===== config.mk =====
export PLATFORM = sky130hd
export DESIGN_NAME = trial_division_prime_test_unit_flat
export DESIGN_NICKNAME = d
export VERILOG_FILES = /design/src/design/tdpt_pkg.sv /design/src/design/tdpt_if.sv /design/src/design/trial_division_prime_test_unit.sv /design/src/design/tdpt_rem_unit.sv /design/src/flat_wrapper.sv
export SDC_FILE = /design/constraint.sdc
export NUM_CORES = 1
export LEC_CHECK = 0
export BUFFER_PORTS_ARGS = -buffer_cell sky130_fd_sc_hd__buf_2
export CAP_MARGIN = 20
export CORE_UTILIZATION = 40
export CTS_CLUSTER_DIAMETER = 40
export CTS_CLUSTER_SIZE = 14
export DETAILED_ROUTE_END_ITERATION = 8
export HOLD_SLACK_MARGIN = 0.02
export RECOVER_POWER = 100
export SKIP_LAST_GASP = 1
export SLEW_MARGIN = 20
export SYNTH_ARGS = -nofsm -noshare
export SYNTH_HDL_FRONTEND = slang
export SYNTH_SLANG_ARGS = --single-unit

===== constraint.sdc =====
create_clock -name clk -period 14.1 [get_ports clk]
set_input_delay 4.23 -clock clk [delete_from_list [all_inputs] [get_ports clk]]
set_output_delay 4.23 -clock clk [all_outputs]
set_load 0.005 [all_outputs]

===== src/design/tdpt_pkg.sv =====
// Package for the trial-division prime test unit.
// Holds the default operand width and the control/status bundles of the remainder unit.
// No dependencies.
package tdpt_pkg;

  // Default operand width
  localparam int unsigned VALUE_WIDTH_DEF = 24;

  // Sequencer to remainder unit
  typedef struct packed {
    logic start;
  } rem_ctl_t;

  // Remainder unit to sequencer
  typedef struct packed {
    logic done;
    logic rem_zero;
  } rem_sts_t;

endpackage


===== src/design/tdpt_if.sv =====
// Valid/ready channel interfaces of the trial-division prime test unit.
// Input channel carries the operand, output channel the prime flag. Uses no package.
interface tdpt_in_if #(
  parameter int unsigned VALUE_WIDTH = 24
);
  logic                   valid;
  logic                   ready;
  logic [VALUE_WIDTH-1:0] value;

  modport source (output valid, output value, input ready);
  modport sink   (input valid, input value, output ready);
endinterface

interface tdpt_out_if;
  logic valid;
  logic ready;
  logic prime;

  modport source (output valid, output prime, input ready);
  modport sink   (input valid, input prime, output ready);
endinterface


===== src/design/trial_division_prime_test_unit.sv =====
// Trial-division prime test unit: top level with divisor sequencer and result register.
// Depends on tdpt_pkg, tdpt_if (channel interfaces) and tdpt_rem_unit.
//
// Usage:
//   in_ch  : one beat carries an unsigned value of VALUE_WIDTH bits.
//   out_ch : one beat carries prime, 1 when the value is prime (0 and 1 are not).
//   Exactly one output beat per input beat, in order.
//   Divisors d = 2, 3, ... are tried while d*d <= value; d*d is kept by adding
//   2d+1 per step. Each trial is one bound check followed by a division in the
//   shared bit-serial remainder unit, which sets the rate.
//   in_ch.ready is high only while no item is at work; it rises with out_ch.valid.
//   A finished result waits in the output register; the next item is accepted
//   meanwhile and its result is held back until the receiver takes the first.
//   Reset (rst_n low, synchronous) drops any item at work and any held result.
module trial_division_prime_test_unit #(
  parameter int unsigned VALUE_WIDTH = tdpt_pkg::VALUE_WIDTH_DEF
) (
  input  logic clk,
  input  logic rst_n,
  tdpt_in_if.sink    in_ch,
  tdpt_out_if.source out_ch
);

  localparam int unsigned DW = (VALUE_WIDTH + 1) / 2 + 1;  // divisor width
  localparam int unsigned SW = VALUE_WIDTH + 2;            // divisor square width

  localparam logic [1:0] ST_IDLE  = 2'd0;
  localparam logic [1:0] ST_CHECK = 2'd1;
  localparam logic [1:0] ST_DIV   = 2'd2;
  localparam logic [1:0] ST_FIN   = 2'd3;

  logic [1:0]             state_r, state_nxt;
  logic [VALUE_WIDTH-1:0] v_r, v_nxt;
  logic [DW-1:0]          d_r, d_nxt;
  logic [SW-1:0]          sq_r, sq_nxt;
  logic                   res_r, res_nxt;
  logic                   out_valid_r, out_valid_nxt;
  logic                   out_prime_r, out_prime_nxt;

  tdpt_pkg::rem_ctl_t     rem_ctl;
  tdpt_pkg::rem_sts_t     rem_sts;

  logic                   in_beat;
  logic                   below_two;
  logic                   sq_fits;
  logic                   out_free;

  assign in_beat   = in_ch.valid && in_ch.ready;
  assign below_two = (v_r[VALUE_WIDTH-1:1] == '0);
  assign sq_fits   = (sq_r <= SW'(v_r));
  assign out_free  = !out_valid_r || out_ch.ready;

  // Shared remainder unit
  tdpt_rem_unit #(
    .VALUE_WIDTH (VALUE_WIDTH),
    .DIV_WIDTH   (DW)
  ) u_rem (
    .clk      (clk),
    .rst_n    (rst_n),
    .ctl      (rem_ctl),
    .dividend (v_r),
    .divisor  (d_r),
    .sts      (rem_sts)
  );

  // Sequencer
  always_comb begin
    state_nxt     = state_r;
    v_nxt         = v_r;
    d_nxt         = d_r;
    sq_nxt        = sq_r;
    res_nxt       = res_r;
    rem_ctl.start = 1'b0;
    unique case (state_r)
      ST_IDLE: begin
        if (in_beat) begin
          v_nxt     = in_ch.value;
          d_nxt     = DW'(2);
          sq_nxt    = SW'(4);
          state_nxt = ST_CHECK;
        end
      end
      ST_CHECK: begin
        priority if (below_two) begin
          res_nxt   = 1'b0;
          state_nxt = ST_FIN;
        end else if (!sq_fits) begin
          res_nxt   = 1'b1;
          state_nxt = ST_FIN;
        end else begin
          rem_ctl.start = 1'b1;
          state_nxt     = ST_DIV;
        end
      end
      ST_DIV: begin
        if (rem_sts.done) begin
          if (rem_sts.rem_zero) begin
            res_nxt   = 1'b0;
            state_nxt = ST_FIN;
          end else begin
            // (d+1)^2 = d^2 + 2d + 1
            sq_nxt    = sq_r + SW'({d_r, 1'b1});
            d_nxt     = d_r + 1'b1;
            state_nxt = ST_CHECK;
          end
        end
      end
      ST_FIN: begin
        if (out_free) begin
          state_nxt = ST_IDLE;
        end
      end
      default: state_nxt = ST_IDLE;
    endcase
  end

  // Output register
  always_comb begin
    out_valid_nxt = out_valid_r;
    out_prime_nxt = out_prime_r;
    if (out_valid_r && out_ch.ready) begin
      out_valid_nxt = 1'b0;
    end
    if (state_r == ST_FIN && out_free) begin
      out_valid_nxt = 1'b1;
      out_prime_nxt = res_r;
    end
  end

  always_ff @(posedge clk) begin
    if (!rst_n) begin
      state_r     <= ST_IDLE;
      out_valid_r <= 1'b0;
    end else begin
      state_r     <= state_nxt;
      out_valid_r <= out_valid_nxt;
    end
  end

  always_ff @(posedge clk) begin
    v_r         <= v_nxt;
    d_r         <= d_nxt;
    sq_r        <= sq_nxt;
    res_r       <= res_nxt;
    out_prime_r <= out_prime_nxt;
  end

  assign in_ch.ready  = (state_r == ST_IDLE);
  assign out_ch.valid = out_valid_r;
  assign out_ch.prime = out_prime_r;

`ifndef SYNTHESIS
  // Running square tracks the divisor
  a_square_tracks: assert property (@(posedge clk) disable iff (!rst_n)
    (state_r == ST_CHECK || state_r == ST_DIV) |-> sq_r == SW'(d_r) * SW'(d_r))
    else $error("divisor square out of step");

  // Trial divisors start at two
  a_divisor_min: assert property (@(posedge clk) disable iff (!rst_n)
    (state_r == ST_CHECK || state_r == ST_DIV) |-> d_r >= DW'(2))
    else $error("trial divisor below two");

  // A division only runs while the divisor square is within the value
  a_div_in_bound: assert property (@(posedge clk) disable iff (!rst_n)
    state_r == ST_DIV |-> sq_fits && !below_two)
    else $error("division beyond divisor bound");
`endif

endmodule


===== src/design/tdpt_rem_unit.sv =====
// Bit-serial restoring remainder unit: dividend mod divisor, one quotient bit per cycle.
// Depends on tdpt_pkg for the control/status bundles.
module tdpt_rem_unit #(
  parameter int unsigned VALUE_WIDTH = tdpt_pkg::VALUE_WIDTH_DEF,
  parameter int unsigned DIV_WIDTH   = (VALUE_WIDTH + 1) / 2 + 1
) (
  input  logic                   clk,
  input  logic                   rst_n,
  input  tdpt_pkg::rem_ctl_t     ctl,
  input  logic [VALUE_WIDTH-1:0] dividend,
  input  logic [DIV_WIDTH-1:0]   divisor,
  output tdpt_pkg::rem_sts_t     sts
);

  localparam int unsigned CW = (VALUE_WIDTH > 1) ? $clog2(VALUE_WIDTH) : 1;
  localparam logic [CW-1:0] LAST = CW'(VALUE_WIDTH - 1);

  logic                   busy_r, busy_nxt;
  logic                   done_r, done_nxt;
  logic [CW-1:0]          cnt_r, cnt_nxt;
  logic [DIV_WIDTH-1:0]   rem_r, rem_nxt;
  logic [DIV_WIDTH-1:0]   dsr_r, dsr_nxt;
  logic [VALUE_WIDTH-1:0] dvd_r, dvd_nxt;

  logic [DIV_WIDTH:0]     trial;
  logic [DIV_WIDTH:0]     diff;
  logic                   ge;

  // One restoring step: shift in next dividend bit, subtract if it fits
  assign trial = {rem_r, dvd_r[VALUE_WIDTH-1]};
  assign ge    = trial >= {1'b0, dsr_r};
  assign diff  = trial - {1'b0, dsr_r};

  always_comb begin
    busy_nxt = busy_r;
    done_nxt = 1'b0;
    cnt_nxt  = cnt_r;
    rem_nxt  = rem_r;
    dsr_nxt  = dsr_r;
    dvd_nxt  = dvd_r;
    if (ctl.start) begin
      busy_nxt = 1'b1;
      cnt_nxt  = '0;
      rem_nxt  = '0;
      dsr_nxt  = divisor;
      dvd_nxt  = dividend;
    end else if (busy_r) begin
      rem_nxt = ge ? diff[DIV_WIDTH-1:0] : trial[DIV_WIDTH-1:0];
      dvd_nxt = dvd_r << 1;
      cnt_nxt = cnt_r + 1'b1;
      if (cnt_r == LAST) begin
        busy_nxt = 1'b0;
        done_nxt = 1'b1;
      end
    end
  end

  // Control state
  always_ff @(posedge clk) begin
    if (!rst_n) begin
      busy_r <= 1'b0;
      done_r <= 1'b0;
    end else begin
      busy_r <= busy_nxt;
      done_r <= done_nxt;
    end
  end

  // Datapath
  always_ff @(posedge clk) begin
    cnt_r <= cnt_nxt;
    rem_r <= rem_nxt;
    dsr_r <= dsr_nxt;
    dvd_r <= dvd_nxt;
  end

  assign sts.done     = done_r;
  assign sts.rem_zero = (rem_r == '0);

`ifndef SYNTHESIS
  // Sequencer never restarts a division in flight
  a_no_restart: assert property (@(posedge clk) disable iff (!rst_n)
    ctl.start |-> !busy_r)
    else $error("remainder unit restarted while busy");

  // Completion follows the last step of a running division
  a_done_from_busy: assert property (@(posedge clk) disable iff (!rst_n)
    done_r |-> $past(busy_r) && !busy_r)
    else $error("remainder done without a running division");

  // Final remainder is reduced below the divisor
  a_rem_reduced: assert property (@(posedge clk) disable iff (!rst_n)
    done_r |-> rem_r < dsr_r)
    else $error("remainder not reduced");
`endif

endmodule

===== src/flat_wrapper.sv =====
// flat-port wrapper written by rule: the top's interface ports become plain ports
module trial_division_prime_test_unit_flat 
#(
  parameter int unsigned VALUE_WIDTH = tdpt_pkg::VALUE_WIDTH_DEF
)
  (clk, rst_n, in_ch_valid, in_ch_value, in_ch_ready, out_ch_valid, out_ch_prime, out_ch_ready);
  tdpt_in_if #(.VALUE_WIDTH(VALUE_WIDTH)) in_ch_i ();
  tdpt_out_if out_ch_i ();
  input  logic clk;
  input  logic rst_n;
  input wire logic [$bits(in_ch_i.valid)-1:0] in_ch_valid;
  input wire logic [$bits(in_ch_i.value)-1:0] in_ch_value;
  output wire logic [$bits(in_ch_i.ready)-1:0] in_ch_ready;
  output wire logic [$bits(out_ch_i.valid)-1:0] out_ch_valid;
  output wire logic [$bits(out_ch_i.prime)-1:0] out_ch_prime;
  input wire logic [$bits(out_ch_i.ready)-1:0] out_ch_ready;
  assign in_ch_i.valid = in_ch_valid;
  assign in_ch_i.value = in_ch_value;
  assign in_ch_ready = in_ch_i.ready;
  assign out_ch_valid = out_ch_i.valid;
  assign out_ch_prime = out_ch_i.prime;
  assign out_ch_i.ready = out_ch_ready;
  trial_division_prime_test_unit #(.VALUE_WIDTH(VALUE_WIDTH)) u_core (.clk(clk), .rst_n(rst_n), .in_ch(in_ch_i), .out_ch(out_ch_i));
endmodule

**Yosys cells after proc, flatten, opt, wreduce, memory -nomap -nowiden**

Cells that the tools add are included.

- Bits in registers: 125
- Output and inout port bits: 3
- Input bits: 28

- Mux-type cells: 32
- Equal/unequal tests: 10
- Bitwise logic cells: 2
- $lt $le $gt $ge: 2
- Reduce and logical (&&, ||, !) cells: 17
- Add/sub/neg operators: 4

Operators by type and width:

| kind | number |
|---|---|
| $mux W26 | 3 |
| $mux W13 | 4 |
| $pmux W26 S2 | 1 |
| $mux W24 | 2 |
| $add A26 B14 Y26 | 1 |
| $le A26 B24 Y1 | 1 |
| $pmux W13 S2 | 1 |
| $logic_not A23 Y1 | 1 |
| $ge A14 B13 Y1 | 1 |
| $mux W1 | 14 |
| $add A13 B1 Y13 const B | 1 |
| $logic_not A13 Y1 | 1 |
| $sub A13 B13 Y13 | 1 |
| $mux W2 | 5 |
| $pmux W2 S4 | 1 |
| $reduce_and A4 Y1 | 2 |
| $reduce_bool A2 Y1 | 4 |
| $ne A2 B2 Y1 const B | 3 |
| $add A5 B1 Y5 const B | 1 |
| $eq A5 B5 Y1 const B | 1 |
| $eq A2 B2 Y1 const B | 2 |
| $ne A2 B1 Y1 const B | 2 |
| $logic_and A1 B1 Y1 | 3 |
| $ne A3 B2 Y1 const B | 1 |
| 9 further kinds | 10 |

**Logic depth before layout (Yosys ltp)**

Gate-level depths: netlist of the first run.

- Depth after elaboration: 5
- Mapped depth: 11
- Mapped depth without buffers: 10

**Hierarchy**

A second synthesis of the first run with hierarchy kept.

- Cell total of the unflattened synthesis: 648
- Area, all modules: 7154.4 um^2

By module, submodules not included:

| module | area each (um^2) | cells an instance | sequential area each (um^2) | times used |
|---|---|---|---|---|
| trial_division_prime_test_unit | 4096.4 | 382 | 2011.9 | 1 |
| tdpt_rem_unit | 3057.9 | 266 | 1511.4 | 1 |

**Worst setup path after synthesis of the first run**

No wires, ideal clock.

- Path kind: input port to flip-flop
- From: input in_ch_valid
- To: register u_core.d_r[0], enable pin
- Required time: 13.616 ns
- Arrival: 7.016 ns
- Path slack: 6.601 ns
- Cell stages on the path: 2
- Path through: mux2i_1 nor3_1

- Cells in the longest elaborated chain, start to end: 3

Ends and longest elaborated chain:

| item | RTL line | text |
|---|---|---|
| start: declaration | flat_wrapper.sv:11 | `input wire logic [$bits(in_ch_i.valid)-1:0] in_ch_valid;` |
| $logic_and A1 B1 Y1 | trial_division_prime_test_unit.sv:48 | `assign in_beat = in_ch.valid && in_ch.ready;` |
| $ne A2 B2 Y1 (no source line) | n/a |  |
| $reduce_and A4 Y1 (no source line) | n/a |  |
| end signal: assignment | trial_division_prime_test_unit.sv:142 | `d_r <= d_nxt;` |
| end: declaration | trial_division_prime_test_unit.sv:34 | `logic [DW-1:0] d_r, d_nxt;` |

No other way between the ends.
A chain may end at the register's enable or synchronous reset.

**Worst setup path after layout of the first run**

- From: input in_ch_valid
- To: register u_core.d_r[10], enable pin

Same word-level chain as after synthesis.

==> run metrics, run 1 <==
crit path DAT 6.24 ns; Hold Vio Cnt, Final 0; CTS tree done; synthesized area 0.00694 mm²; clock root cell clkbuf_16; Die H 134 µm; Remaining Overflow, GRT 0; Filler cells about 1.5k; IO buf count 30; startpoint types input port; Seq/Total Area, Yosys 50.7%; Yosys reg bits 125; Core Util, Final a little under half; Initial DRC Count ~440; GR Util met3 4.76%; Yosys top cell area share 44.1%; wire per inst 16.5 µm; M2 GR Usage between 20% and 30%; CTS Buf Count 17; DR vias 5043; Num Clock Sinks 125; fin crit period 6.25 ns; commonest non-fill, non-tap cell in the layout edfxtp_1; most frequent cells in the layout edfxtp_1, nor2_1, nand2_1; cell row count 47; Max Root-Sink Buffers 2; Ports 31; Top FF cell, synth edfxtp_1; # nets final 785; Post-CTS Hold Buffers 0; area of the multi-input gates 0.00311 mm²; clock share of power 36.5%; CP Max Fanout 39; 1st-pass router iterations 5; Hold Crit Class reg2reg; ANT cells 0; Residual DRC 0; Seq pwr share 38.5%; Die W 134 µm; Yosys top cell by area edfxtp_1; die area 0.0179 mm²; PostCTS Resize Cnt 0; Max Slew Vio Count 154; cell count after synthesis approximately 670; Top Usage Layer GRT met2; NetSw approximately 410 µW; largest net degree at the start of global routing 51; via/cell ratio approximately 5.4; antenna-violating nets left 0; Netlist cell types 52; Syn Area/Cell 10.4 µm²; internal power 905 µW; Post-synth EDFFs 102; Synth area leaders edfxtp_1, ha_1, dfxtp_1, nor2_1, nand2_1; Critical Path End Type flip-flop; PD cells 167 mW/mm²; first-pass GRT wire length 25700 µm; initial antenna violation count 0; Comb pwr share roughly a quarter; fmax approximately 160 MHz; result of the run complete, but fails checks; CP required around 14 ns; Layout area overhead 13.8%; max-cap check violation count 4; failing checks capacitance limit, slew limit; Max transition margin -47.9%; yosys warns 0; later-pin clock latency in the skew report 0.42 ns; CP Class in2reg; met1 GRT Util 24.9%; Post-CTS Setup Bufs 0; layout cells sized above 1 9.64%; Initial Utilization 41.4%; RSZ-0062 raised after global routing no; total length of routed wires approximately 15000 µm; Worst-path clk slew 0.06 ns; number of setup violations in the final report 0; hpwl dp 11100 µm; Worst-Margin Slew around 2.2 ns; vias in the first global route 4999; switching part of the total 31.2%; LEAKAGE approximately 3.1 nW; Placeable Area 0.0168 mm²; Syn Nets 751; worst vdd ir 0.0000914 V; FFs w/ async S/R, synth 0%; Design Power 1.32 mW; H-tree levels 4; placer congestion estimate 0.848; register area between 0.003 and 0.004 mm²; overall global routing resource usage 18.8%; clk_skew between 0.01 and 0.015 ns; Final period util ~44%; setup tns final 0 ns
==> power groups by stage <==
stage               registers, mW  clock network [mW]  logic, mW
global placement            0.511                   0      0.324
floorplan                   0.492                   0      0.273
detailed placement          0.512                   0      0.336
finish                      0.506               0.481      0.329
global route                0.512               0.507      0.373
CTS                         0.505               0.491      0.338
==> critical path: stages <==
cell,delay (ns)
clkbuf_1,0.12
mux2i_1,0.14
nor3_2,0.13
clkbuf_1,1.60
==> stage by stage <==
step	cells	setup WS [ns]	area (µm²)	hold WS, ns
floorplan	669	6.60	6940	0.400
global placement	904	8.49	7310	0.413
detailed placement	904	8.40	7310	0.417
CTS	936	8.76	7960	0.431
global route	936	7.62	7900	0.437
finish	936	7.85	7900	0.427
==> logic make-up after synthesis <==
logic type	count (synthesis)	share of synthesized area (%)
and+or+nand+nor	243	16.7
AOI/OAI and AO/OA	139	13.5
DFF	125	50.7
buffers and inverters	67	3.95
adders and majority gates	54	9.95
xor gates and xnor gates	39	4.92
muxes	2	0.288
==> sequential cells by signal, indices dropped and copies added, names as in the netlist <==
| register | count |
|---|---|
| u_core.d_r | 13 |
| u_core.out_ch.prime | 1 |
| u_core.out_ch.valid | 1 |
| u_core.res_r | 1 |
| u_core.sq_r | 26 |
| u_core.state_r | 2 |
| u_core.u_rem.busy_r | 1 |
| u_core.u_rem.cnt_r | 5 |
| u_core.u_rem.done_r | 1 |
| u_core.u_rem.dsr_r | 13 |
| u_core.u_rem.dvd_r | 24 |
| u_core.u_rem.rem_r | 13 |
| u_core.v_r | 24 |
==> path summary, 6_finish.rpt <==
kind                            depth (start not counted)             from                     end  slack [ns]
worst max-delay path                                    4      in_ch_valid          u_core.d_r[10]        7.85
worst max register to register                          9  u_core.sq_r[21]  u_core.u_rem.rem_r[12]        8.85
worst min register to register                          0     u_core.res_r     u_core.out_ch.prime        0.43
worst min-delay path                                    0     u_core.res_r     u_core.out_ch.prime        0.43
==> per-layer routing <==
| layer | up-vias | part of all wire, % |
|---|---|---|
| li1 | 2505 | - |
| met3 | 24 | 4.4 |
| met1 | 2380 | 47 |
| met2 | 134 | 47 |
| met4 | 0 | 1.8 |
| met5 | - | 0 |
==> cells in the mapped netlist, drive strengths merged (3+ instances only) <==
master and n:
and3 10, a21oi 31, inv 49, nor2 74
nor3 17, clkbuf 12, nand2 60, nor4 9
a211oi 7, edfxtp 102, buf 6, and2 4
a2111oi 5, nor2b 10, o21a 7, o21ai 49
o2111ai 3, a31oi 4, nand4 16, nand2b 10
a21o 3, or3 8, dfxtp 23, o31ai 4
a211o 4, or2 6, o211ai 5, xor2 19
o311a 7, ha 52, nand3 15, xnor2 20
==> final cells by class <==
cell class	instances	area share, %
clock inverters	14	2.72
multi-input cells	477	39.4
clock buffers	18	5.43
flip-flops and latches	125	44.6
well taps	220	3.48
inverters	49	2.33
repair buffers	33	2.00
Power figures use the tool's default switching activity.
==> run 2: changes to the inputs <==
==> constraint.sdc (replaced) <==
create_clock -name clk -period 5.6 [get_ports clk]
set_input_delay 1.68 -clock clk [delete_from_list [all_inputs] [get_ports clk]]
set_output_delay 1.68 -clock clk [all_outputs]
set_load 0.005 [all_outputs]
==> run metrics, run 2 (same netlist as run 1, synthesis figures left out) <==
result of the run complete, but fails checks; failing checks capacitance limit, slew limit; Post-CTS Hold Buffers 0; CP required 5.89 ns; PnR worst setup slack 1.82 ns; H-tree levels 4; first-pass GRT wire length 25000 µm; Worst-Margin Slew roughly 1.8 ns; Num Clock Sinks 125; RSZ-0062 raised after global routing no; Final Cell Area 0.00786 mm²; overall global routing resource usage 18.4%; R2R setup slack 1.82 ns; commonest non-fill, non-tap cell in the layout edfxtp_1; vias in the first global route 4740; worst vdd ir 0.000195 V; Crit path largest cell delay 0.74 ns; Placed Area between 0.007 and 0.008 mm²; CP Class reg2reg; Hold Crit Start u_core.res_r; max-cap check violation count 2; hpwl dp 11200 µm; antenna-violating nets left 0; total length of routed wires 15600 µm; Placed Cells 904; largest register by flop count u_core.sq_r; placer congestion estimate 0.882; Residual DRC 0; initial antenna violation count 0; Die W 134 µm; most frequent cells in the layout edfxtp_1, nor2_1, nand2_1; Initial DRC Count 438; PD cells 408 mW/mm²; Final period util 67.6%; setup tns final 0 ns; final hold slack 0.436 ns; fmax 264 MHz; Placeable Area roughly 0.017 mm²; Critical Path End Type flip-flop; clk_skew 0.0170 ns; crit path DAT between 4 and 5 ns; WHS Path Cells 0; Setup Slack @ Placement 2.28 ns; max reg flops 26; later-pin clock latency in the skew report between 0.4 and 0.5 ns; Die H 134 µm; Hold Vio Cnt, Final 0; via/cell ratio 5.45; # nets final between 700 and 800; wire per inst 16.6 µm; fin cells 935; 1st-pass router iterations 5; PostCTS Resize Cnt 0; RR Endpoint u_core.u_rem.rem_r[2]; Design Power 3.21 mW; Worst R2R Start u_core.sq_r[21]; Ports 31; LEAKAGE ~3.1 nW; Remaining Overflow, GRT 0; Largest regs u_core.sq_r (26), u_core.u_rem.dvd_r (24), u_core.v_r (24); Layout area overhead 13.2%; Initial Utilization 41.4%; cell row count 47; number of setup violations in the final report 0; Max Slew Vio Count 63; reg2reg path depth 8; Max Root-Sink Buffers 2; layout cells sized above 1 9.79%; DR vias slightly above 5k; Core Util, Final 46.9%; clock root cell clkbuf_16; ANT cells 0; critical path's slowest cell inv_1; fin crit period roughly 3.8 ns; Hold Crit Class reg2reg; CTS tree done; largest net degree at the start of global routing 41; Hold Path Sink u_core.out_ch.prime; Post-CTS Setup Bufs 0; CTS Buf Count 17; IO buf count 30; Worst-path clk slew 0.06 ns; Max transition margin -18.2%; die area around 0.018 mm²; startpoint types flip-flop; CP Max Fanout 32; crit path cell chain ha_1, nand4_1, or4_1, o21ai_0, a211oi_1, o211ai_1, inv_1, a2111oi_0
==> run 2: changes by cell type in the layout (fill, tap and decap cells not counted), moves of 2 or more <==
cell        delta
clkinvlp_4     +3
buf_2          -2
clkbuf_1       -2
clkinv_2       -3
inv_6          +3
bufinv_16      -3
==> run 2: report_power, final <==
part | leakage (nW) | internal, mW | total, mW | switching (mW)
Sequential | 1.15 | 1.15 | 1.27 | 0.122
Clock | 0.269 | 0.659 | 1.10 | 0.436
Combinational | 1.66 | 0.345 | 0.841 | 0.496
Total | 3.08 | 2.15 | 3.21 | 1.05
==> run 2: layout make-up <==
type	count	area, µm²
fillers	1566	8900
flip-flops and latches	125	3520
multi-input cells	477	3110
clock buffers	17	425
well taps	220	275
inverters	49	184
repair buffers	33	176
clock inverters	14	159
==> run 2: per-layer routing <==
layer	share of wire [%]	GRT usage, %	up-vias
li1	-	-	2510
met3	3.8	4.26	15
met5	0	0	-
met4	1.2	5.68	0
met2	46	28.5	98
met1	49	25.4	2470
==> run 2: worst max-delay path by stage <==
stage                                from                     end  slack [ns]  depth (start not counted)
after floorplan               in_ch_valid           u_core.d_r[0]        0.65                          2
after global routing      u_core.sq_r[19]  u_core.u_rem.rem_r[12]        1.38                          8
after global placement        in_ch_valid           u_core.d_r[7]        2.17                          4
after detailed placement  u_core.sq_r[21]   u_core.u_rem.dvd_r[8]        2.28                          6
final                     u_core.sq_r[21]   u_core.u_rem.rem_r[2]        1.82                          8
after CTS                 u_core.sq_r[21]  u_core.u_rem.dvd_r[10]        2.27                          6
==> run 2: worst max-delay path, delay by kind of cell, from the launching register on <==
kind	cells	cell delay (ns)
fa+ha+maj	1	0.34
simple gates	2	0.64
flops	1	0.46
buf+inv	1	0.74
compound gates	4	1.47
